## config.mk

```make
export PLATFORM = sky130hd
export DESIGN_NAME = rau_ctrl
export DESIGN_NICKNAME = d
export VERILOG_FILES = /design/src/rau_pkg.sv /design/src/rau_ctrl.sv
export SDC_FILE = /design/constraint.sdc
export NUM_CORES = 1
export LEC_CHECK = 0
export BUFFER_PORTS_ARGS = -buffer_cell sky130_fd_sc_hd__buf_2
export CAP_MARGIN = 25
export CELL_PAD_IN_SITES_DETAIL_PLACEMENT = 0
export CELL_PAD_IN_SITES_GLOBAL_PLACEMENT = 1
export CORE_MARGIN = 2
export CORE_UTILIZATION = 29
export DETAILED_ROUTE_END_ITERATION = 16
export GPL_ROUTABILITY_DRIVEN = 1
export PLACE_DENSITY_LB_ADDON = 0.1
export SETUP_SLACK_MARGIN = 0.15
export SKIP_LAST_GASP = 1
export SYNTH_ARGS = -nofsm -noshare
export SYNTH_HDL_FRONTEND = slang
export SYNTH_SLANG_ARGS = --single-unit
export TNS_END_PERCENT = 30
```

## constraint.sdc

```tcl
create_clock -name clk_i -period 1.5 [get_ports clk_i]
set_input_delay 0.15 -clock clk_i [delete_from_list [all_inputs] [get_ports clk_i]]
set_output_delay 0.15 -clock clk_i [all_outputs]
set_load 0.05 [all_outputs]
```

## src/rau_pkg.sv

```systemverilog
package rau_pkg;

  localparam int unsigned WideW = 64;

  typedef enum logic [1:0] {
    OP_ADD = 2'd0,
    OP_SUB = 2'd1,
    OP_MUL = 2'd2,
    OP_DIV = 2'd3
  } op_e;

  typedef enum logic [1:0] {
    ST_OK       = 2'd0,
    ST_ZERO_DEN = 2'd1,
    ST_OVERFLOW = 2'd2
  } status_e;

  typedef enum logic [3:0] {
    S_IDLE,
    S_MUL1,
    S_MUL2,
    S_COMBINE,
    S_GCD_INIT,
    S_GCD_STEP,
    S_GCD_NEXT,
    S_DIVN_INIT,
    S_DIVN_STEP,
    S_DIVD_INIT,
    S_DIVD_STEP,
    S_DONE
  } state_e;

  typedef struct packed {
    logic [1:0]  op;
    logic [31:0] a_num;
    logic [31:0] a_den;
    logic [31:0] b_num;
    logic [31:0] b_den;
  } req_t;

  typedef struct packed {
    logic [63:0] res_num;
    logic [63:0] res_den;
    logic [1:0]  status;
  } rsp_t;

  // controller -> datapath
  typedef struct packed {
    logic load;
    logic mul1;
    logic mul2;
    logic combine;
    logic gcd_init;
    logic div_step;
    logic gcd_next;
    logic divn_init;
    logic divd_init;
    logic finish;
  } ctrl_t;

  // datapath -> controller
  typedef struct packed {
    logic early_exit;  // zero input denominator
    logic fail;        // overflow or zero input or result denominator
    logic y_zero;      // Euclid remainder reached zero
    logic div_last;    // last divider step
  } stat_t;

endpackage

```

## src/rau_ctrl.sv

```systemverilog
module rau_ctrl (
  input  logic           clk_i,
  input  logic           rst_ni,
  input  logic           start,
  input  rau_pkg::stat_t stat_i,
  output rau_pkg::ctrl_t ctrl_o,
  output logic           busy,
  output logic           done_o
);

  rau_pkg::state_e state_q, state_d;

  always_ff @(posedge clk_i or negedge rst_ni) begin
    if (!rst_ni) begin
      state_q <= rau_pkg::S_IDLE;
    end else begin
      state_q <= state_d;
    end
  end

  always_comb begin
    state_d = state_q;
    case (state_q)
      rau_pkg::S_IDLE:      if (start) state_d = rau_pkg::S_MUL1;
      rau_pkg::S_MUL1:      state_d = stat_i.early_exit ? rau_pkg::S_DONE : rau_pkg::S_MUL2;
      rau_pkg::S_MUL2:      state_d = rau_pkg::S_COMBINE;
      rau_pkg::S_COMBINE:   state_d = rau_pkg::S_GCD_INIT;
      rau_pkg::S_GCD_INIT:  begin
        if (stat_i.fail) state_d = rau_pkg::S_DONE;
        else if (stat_i.y_zero) state_d = rau_pkg::S_DIVN_INIT;
        else state_d = rau_pkg::S_GCD_STEP;
      end
      rau_pkg::S_GCD_STEP:  if (stat_i.div_last) state_d = rau_pkg::S_GCD_NEXT;
      rau_pkg::S_GCD_NEXT:  state_d = stat_i.y_zero ? rau_pkg::S_DIVN_INIT
                                                    : rau_pkg::S_GCD_STEP;
      rau_pkg::S_DIVN_INIT: state_d = rau_pkg::S_DIVN_STEP;
      rau_pkg::S_DIVN_STEP: if (stat_i.div_last) state_d = rau_pkg::S_DIVD_INIT;
      rau_pkg::S_DIVD_INIT: state_d = rau_pkg::S_DIVD_STEP;
      rau_pkg::S_DIVD_STEP: if (stat_i.div_last) state_d = rau_pkg::S_DONE;
      rau_pkg::S_DONE:      state_d = rau_pkg::S_IDLE;
      default:              state_d = rau_pkg::S_IDLE;
    endcase
  end

  always_comb begin
    ctrl_o = '0;
    busy = (state_q != rau_pkg::S_IDLE);
    done_o = (state_q == rau_pkg::S_DONE);
    case (state_q)
      rau_pkg::S_IDLE:      ctrl_o.load = start;
      rau_pkg::S_MUL1:      ctrl_o.mul1 = 1'b1;
      rau_pkg::S_MUL2:      ctrl_o.mul2 = 1'b1;
      rau_pkg::S_COMBINE:   ctrl_o.combine = 1'b1;
      rau_pkg::S_GCD_INIT:  ctrl_o.gcd_init = 1'b1;
      rau_pkg::S_GCD_STEP,
      rau_pkg::S_DIVN_STEP,
      rau_pkg::S_DIVD_STEP: ctrl_o.div_step = 1'b1;
      rau_pkg::S_GCD_NEXT:  ctrl_o.gcd_next = 1'b1;
      rau_pkg::S_DIVN_INIT: ctrl_o.divn_init = 1'b1;
      rau_pkg::S_DIVD_INIT: ctrl_o.divd_init = 1'b1;
      rau_pkg::S_DONE:      ctrl_o.finish = 1'b1;
      default:              ctrl_o = '0;
    endcase
  end

  assert property (@(posedge clk_i) disable iff (!rst_ni) done_o |=> !busy)
    else $error("done not followed by idle");
  assert property (@(posedge clk_i) disable iff (!rst_ni) (start && !busy) |=> busy)
    else $error("start not taken");
  assert property (@(posedge clk_i) disable iff (!rst_ni) $onehot0(ctrl_o))
    else $error("multiple datapath commands");

endmodule

```

==> impl_metrics.ini, run 1 <==
[clock_network]
cts_buffers = 3
h-tree-depth = 1
clockRootBuffer = clkbuf_4
cts_buffer_depth = 2
cts_tree = done
numClockSinks = 4
clk_latency_ps = 240
clk_pin_slew_worst_paths_ps = 40

[final_layout]
final_area_sq_um = 846
largest_register_ffs = 4
top_regs = state_q (4)
fillerInstances = 116
top_register = state_q
multi_input_area_sq_um = 374
layout.cells.non_filler = 103
nets = 97
final_layout_size_suffix_gt1_share_pct = 75.0
antenna_cells = 0
regArea_sq_um = 104
post-route-util_pct = 65.0
syn2layout_area_growth_pct = 111

[global_routing]
first_global_vias = 440
grt.busiest_layer = met2
grt_pass1_wl_mm = 2.00
grt-ovfl-total = 0
antenna_found_initial = 0
grt_max_degree = 11
grt_usage_pct = 18.8
met3_usage_pct = 0
met1_usage_pct = 24.2
grtUsageMet2_pct = 29.7

[sta]
clock_skew_ps = 4.70
finalSetupViolCount = 0
period_needed_ps = 1380
drv_slew = 0
hold_violations = 0
tightest_slew_ps = 239
rsz0062_at_grt = true
fin_crit_sh_pct = 91.7
max_slew_margin_pct = 84.0
setup_ws_ps = 124
maxClockFrequency_ghz = 0.727

[min_path]
hold_start = stat_i[0]
hp-class = in2reg

[synthesis]
seq_area_frac_synth_pct = 25.0
synth_xor_area_share_pct = 0
synth_top_cell_area_share_pct = 25.0
ys.flop_type = dfrtp_1
yosysWarningCount = 0
syn_nets = 61
yosys.area_share.simple_pct = 27.5
syn_inst = 54
syn_avg_cell_area_sq_um = 7.41
async_reset_ff_share_pct = 100
synth.area.mux_share_pct = 0
synth_most_common_cell = nor2_1
syn_area_sq_um = 400
synthAdderAreaFrac_pct = 0
synth_area_leader_cell = dfrtp_1
ys_top_cells_by_area = dfrtp_1 (25%), nor2_1 (8.4%), buf_4 (7.5%)
ys_seq_elements = 4
synth.distinct_cells = 24
synth-compound-area-share_pct = 33.1
synth_top_family_by_area = compound AO/OA/AOI/OAI gates
synth_edf_count = 0

[setup_path]
critPathMaxFanout = 4
path_cells = nand2b_2 -> o22ai_2 -> buf_6
crit_start = state_q[2]$_DFFE_PN0P_
critPathMaxStageDelay_ps = 400
crit_path_start_kind = flip-flop
slowest_stage = dfrtp_1
critPathArrivalTime_ps = 1230
path_class = reg2out
crit_required_ps = 1350
worstReg2RegStart = state_q[0]$_DFFE_PN0P_
cp-end-kind = output pin

[run_status]
outcome = finished, final reports clean

[floorplanning]
rows = 13
core-area_sq_um = 1300
die-area_sq_um = 1690
die_w_um = 41.2
num_io_pins = 19
start_util_pct = 30.8
die_h_um = 41.2

[drt]
postRouteAntennaNets = 0
drc = 0
dr.pass1.iters = 2
drtIter0Drc = 1
route.detailed.vias_per_inst = 5.16
wl_per_cell_um = 13.4
via_count = 531
drt-total-wl_mm = 1.38

[placed_design]
placed_cell_area_sq_um = 554
dp_hpwl_um = 872
dpl.cell_count = 88
gp_congestion = 0.816
post-place-ws_ps = 129
io_buffers = 18

[pwr]
power.density_nw_per_um2 = 2500
leakage_nw = 0.364
peakVddDrop_mv = 1.29
p_total_mw = 2.11

[flow_run]
drv_cap = 0
layer usage:
| layer | vias up | wire, um | part of all wire, % |
|---|---|---|---|
| met2 | 17 | 705 | 51 |
| met1 | 245 | 574 | 42 |
| li1 | 265 | - | - |
| met5 | - | 0 | 0 |
| met3 | 4 | 48 | 3.5 |
| met4 | 0 | 49 | 3.6 |
power breakdown:
group,switching [mW],internal [mW]
combinational,0.952,0.759
clock,0.0463,0.0896
sequential,0.0993,0.167
kinds of logic (layout without fill, tap and decap cells):
group / after synthesis / count (layout)
flip-flops: 4 / 4
AO/OA/AOI/OAI: 18 / 18
AND/OR/NAND/NOR: 23 / 23
buffers and inverters: 9 / 43
final timing paths:
path	endpoint	slack, ps	cells past startpoint
worst min-delay path	state_q[0]$_DFFE_PN0P_	180	2
max in group asynchronous	state_q[3]$_DFFE_PN0P_	1130	2
worst max register to register	state_q[1]$_DFFE_PN0P_	150	5
min in group asynchronous	state_q[1]$_DFFE_PN0P_	240	2
worst max-delay path	ctrl_o[4]	120	3
worst min register to register	state_q[1]$_DFFE_PN0P_	750	2
stage by stage:
step                      setup TNS [ps]  hold WS, ps
after detailed placement               0        -45.7
after floorplan                    -70.2         -146
after global routing                   0          194
after global placement                 0        -43.8
after CTS                              0          153
final                                  0          183
critical path, delay by kind of cell (launching register included):
family	cells	cell delay, ps
flip-flops	1	400
buffers and inverters	1	180
AND/OR/NAND/NOR	1	260
AO/OA/AOI/OAI	1	150
cell usage in the layout (no fill, tap or decap), drive strengths merged:
master,instances
a211oi,1
a21oi,3
a22oi,1
a2bb2oi,1
a311oi,1
a31oi,1
and3,1
buf,36
clkbuf,3
dfrtp,4
dlygate4sd3,1
inv,3
nand2,4
nand2b,4
nor2,9
nor3,4
nor3b,1
o21a,1
o21ai,4
o221ai,1
o22ai,2
o32ai,2
final cells by class:
cell class	instances	area share, %
Clock buffer	3	2.66
Inverter	3	1.33
Multi-Input combinational cell	41	44.2
Sequential cell	4	12.3
Tap cell	15	2.22
Timing Repair Buffer	37	37.3
repair_timing:
action,CTS,global route
hold endpoints to repair,4,0
hold buffers,1,0
pin swaps,1,6
endpoints found under the setup margin,12,15
resized for setup,31,20
setup buffers,7,4
Power figures use the tool's default switching activity.
==> inputs of run 2 (changes only) <==
Settings changed: CORE_UTILIZATION 29 to 30, PLACE_DENSITY from default to 0.85, PLACE_DENSITY_LB_ADDON 0.1 to default.
Clock period 1.5 ns to 1.6 ns, I/O delays scaled along.
==> impl_metrics.ini, run 2 (synthesis results as in run 1) <==
[drt]
postRouteAntennaNets = 0
drt-total-wl_mm = 1.13
route.detailed.vias_per_inst = 5.32
wl_per_cell_um = 12.4
via_count = 484
wl_met2_um = 568
drc = 0
drtIter0Drc = 9
dr_wl_met3_um = 64
drt-met1-wl_um = 499
dr.max_layer_used = met3
dr.pass1.iters = 4

[pwr]
peakVddDrop_mv = 0.911
leakage_nw = 0.281
power.density_nw_per_um2 = 2420
p_total_mw = 1.54

[clock_network]
clockRootBuffer = clkbuf_4
h-tree-depth = 1
numClockSinks = 4
cts_buffers = 3
cts_buffer_depth = 2
clk_latency_ps = 230
clk_pin_slew_worst_paths_ps = 40
cts_tree = done

[setup_path]
critPathMaxStageDelay_ps = 450
critPathMaxFanout = 8
crit_required_ps = 1440
path_class = reg2out
cp.buffers_inverters = 1
path_delay_family = flip-flops
reg2regPathDepth = 4
crit_path_start_kind = flip-flop
slowest_stage = dfrtp_2
path_cells = nand2b_1 -> nor2_1 -> clkbuf_4
critPathArrivalTime_ps = 1240
cp-end-kind = output pin
cp.depth = 3

[final_layout]
mostFrequentLayoutCells = buf_4 (10), buf_2 (9), nor2_1 (7)
syn2layout_area_growth_pct = 58.8
top_register = state_q
largest_register_ffs = 4
top_regs = state_q (4)
nets = 85
layout_commonest_cell = buf_4
fillerInstances = 117
antenna_cells = 0
final_layout_size_suffix_gt1_share_pct = 57.9

[global_routing]
first_global_vias = 339
antenna_found_initial = 0
grt_max_degree = 15
grt_usage_pct = 14.6
grt-ovfl-total = 0
grt_pass1_wl_mm = 1.53

[min_path]
hp-class = in2reg
whs_path_depth = 2

[floorplanning]
die-area_sq_um = 1640
die_h_um = 40.5
num_io_pins = 19
die_w_um = 40.5
core-area_sq_um = 1270
rows = 13
start_util_pct = 31.6

[sta]
maxClockFrequency_ghz = 0.713
finalSetupViolCount = 0
period_needed_ps = 1400
max_slew_margin_pct = 82.9
drv_slew = 0
hold_violations = 0
rsz0062_at_grt = true
finalHoldWorstSlack_ps = 178
setup_ws_ps = 198
clock_skew_ps = 1.96
fin_crit_sh_pct = 87.7
tightest_slew_ps = 256

[flow_run]
drv_cap = 0

[run_status]
outcome = finished, final reports clean

[placed_design]
gp_congestion = 0.804
post-place-ws_ps = 184
io_buffers = 18
dp_hpwl_um = 771
## run 2: cell types whose count changed in the layout (fill, tap and decap cells not counted), moves of 2 or more
cell     before  now
nor2_2        4    2
nor3_2        1    3
nor2_4        3    0
o32ai_1       0    2
o32ai_2       2    0
buf_6        12    4
nor3_4        3    1
nor2_1        2    7
buf_2         7    9
buf_4        16   10
## run 2: path summary, 6_finish.rpt
kind | startpoint | endpoint | slack [ps]
worst min-delay path | stat_i[0] | state_q[1]$_DFFE_PN0P_ | 180
worst max-delay path | state_q[0]$_DFFE_PN0P_ | ctrl_o[3] | 200
min in group asynchronous | rst_ni | state_q[1]$_DFFE_PN0P_ | 260
worst min register to register | state_q[3]$_DFFE_PN0P_ | state_q[1]$_DFFE_PN0P_ | 700
max in group asynchronous | rst_ni | state_q[0]$_DFFE_PN0P_ | 1220
worst max register to register | state_q[0]$_DFFE_PN0P_ | state_q[0]$_DFFE_PN0P_ | 270
## run 2: final cells by class
cell class | count | area (sq um) | area share, %
clock buffers | 3 | 22.5 | 3.54
inverters | 3 | 11.3 | 1.77
repair buffers | 25 | 183 | 28.7
multi-input cells | 41 | 295 | 46.5
flip-flops and latches | 4 | 105 | 16.5
well taps | 15 | 18.8 | 2.95
## run 2: per-stage QoR
| stage | cells | utilization, % | setup TNS [ps] | instance area, sq um |
|---|---|---|---|---|
| floorplan | 54 | - | -131 | 429 |
| global placement | 84 | 40.5 | 0 | 514 |
| detailed placement | 84 | 40.5 | 0 | 514 |
| CTS | 88 | 45.8 | 0 | 581 |
| global route | 91 | 50.1 | 0 | 636 |
| finish | 91 | 50.1 | 0 | 636 |
## run 2: power by group
group / internal (mW) / switching, mW / total [mW]
sequential: 0.158 / 0.0959 / 0.254
combinational: 0.434 / 0.726 / 1.16
clock: 0.0839 / 0.0408 / 0.125
## run 2: routing by layer
metal  GRT usage (%)  vias to the layer above
met5               0                        -
met4            5.00                        0
met3            5.00                        0
met2            21.0                       18
met1            19.9                      225
li1                -                      241
## run 2: timing repair
action                                  in CTS  in global routing
hold buffers                                 1                  0
gates cloned                                 0                  0
hold endpoints to repair                     4                  0
setup buffers                                0                  3
endpoints found under the setup margin      12                 13
resized for setup                           14                 12
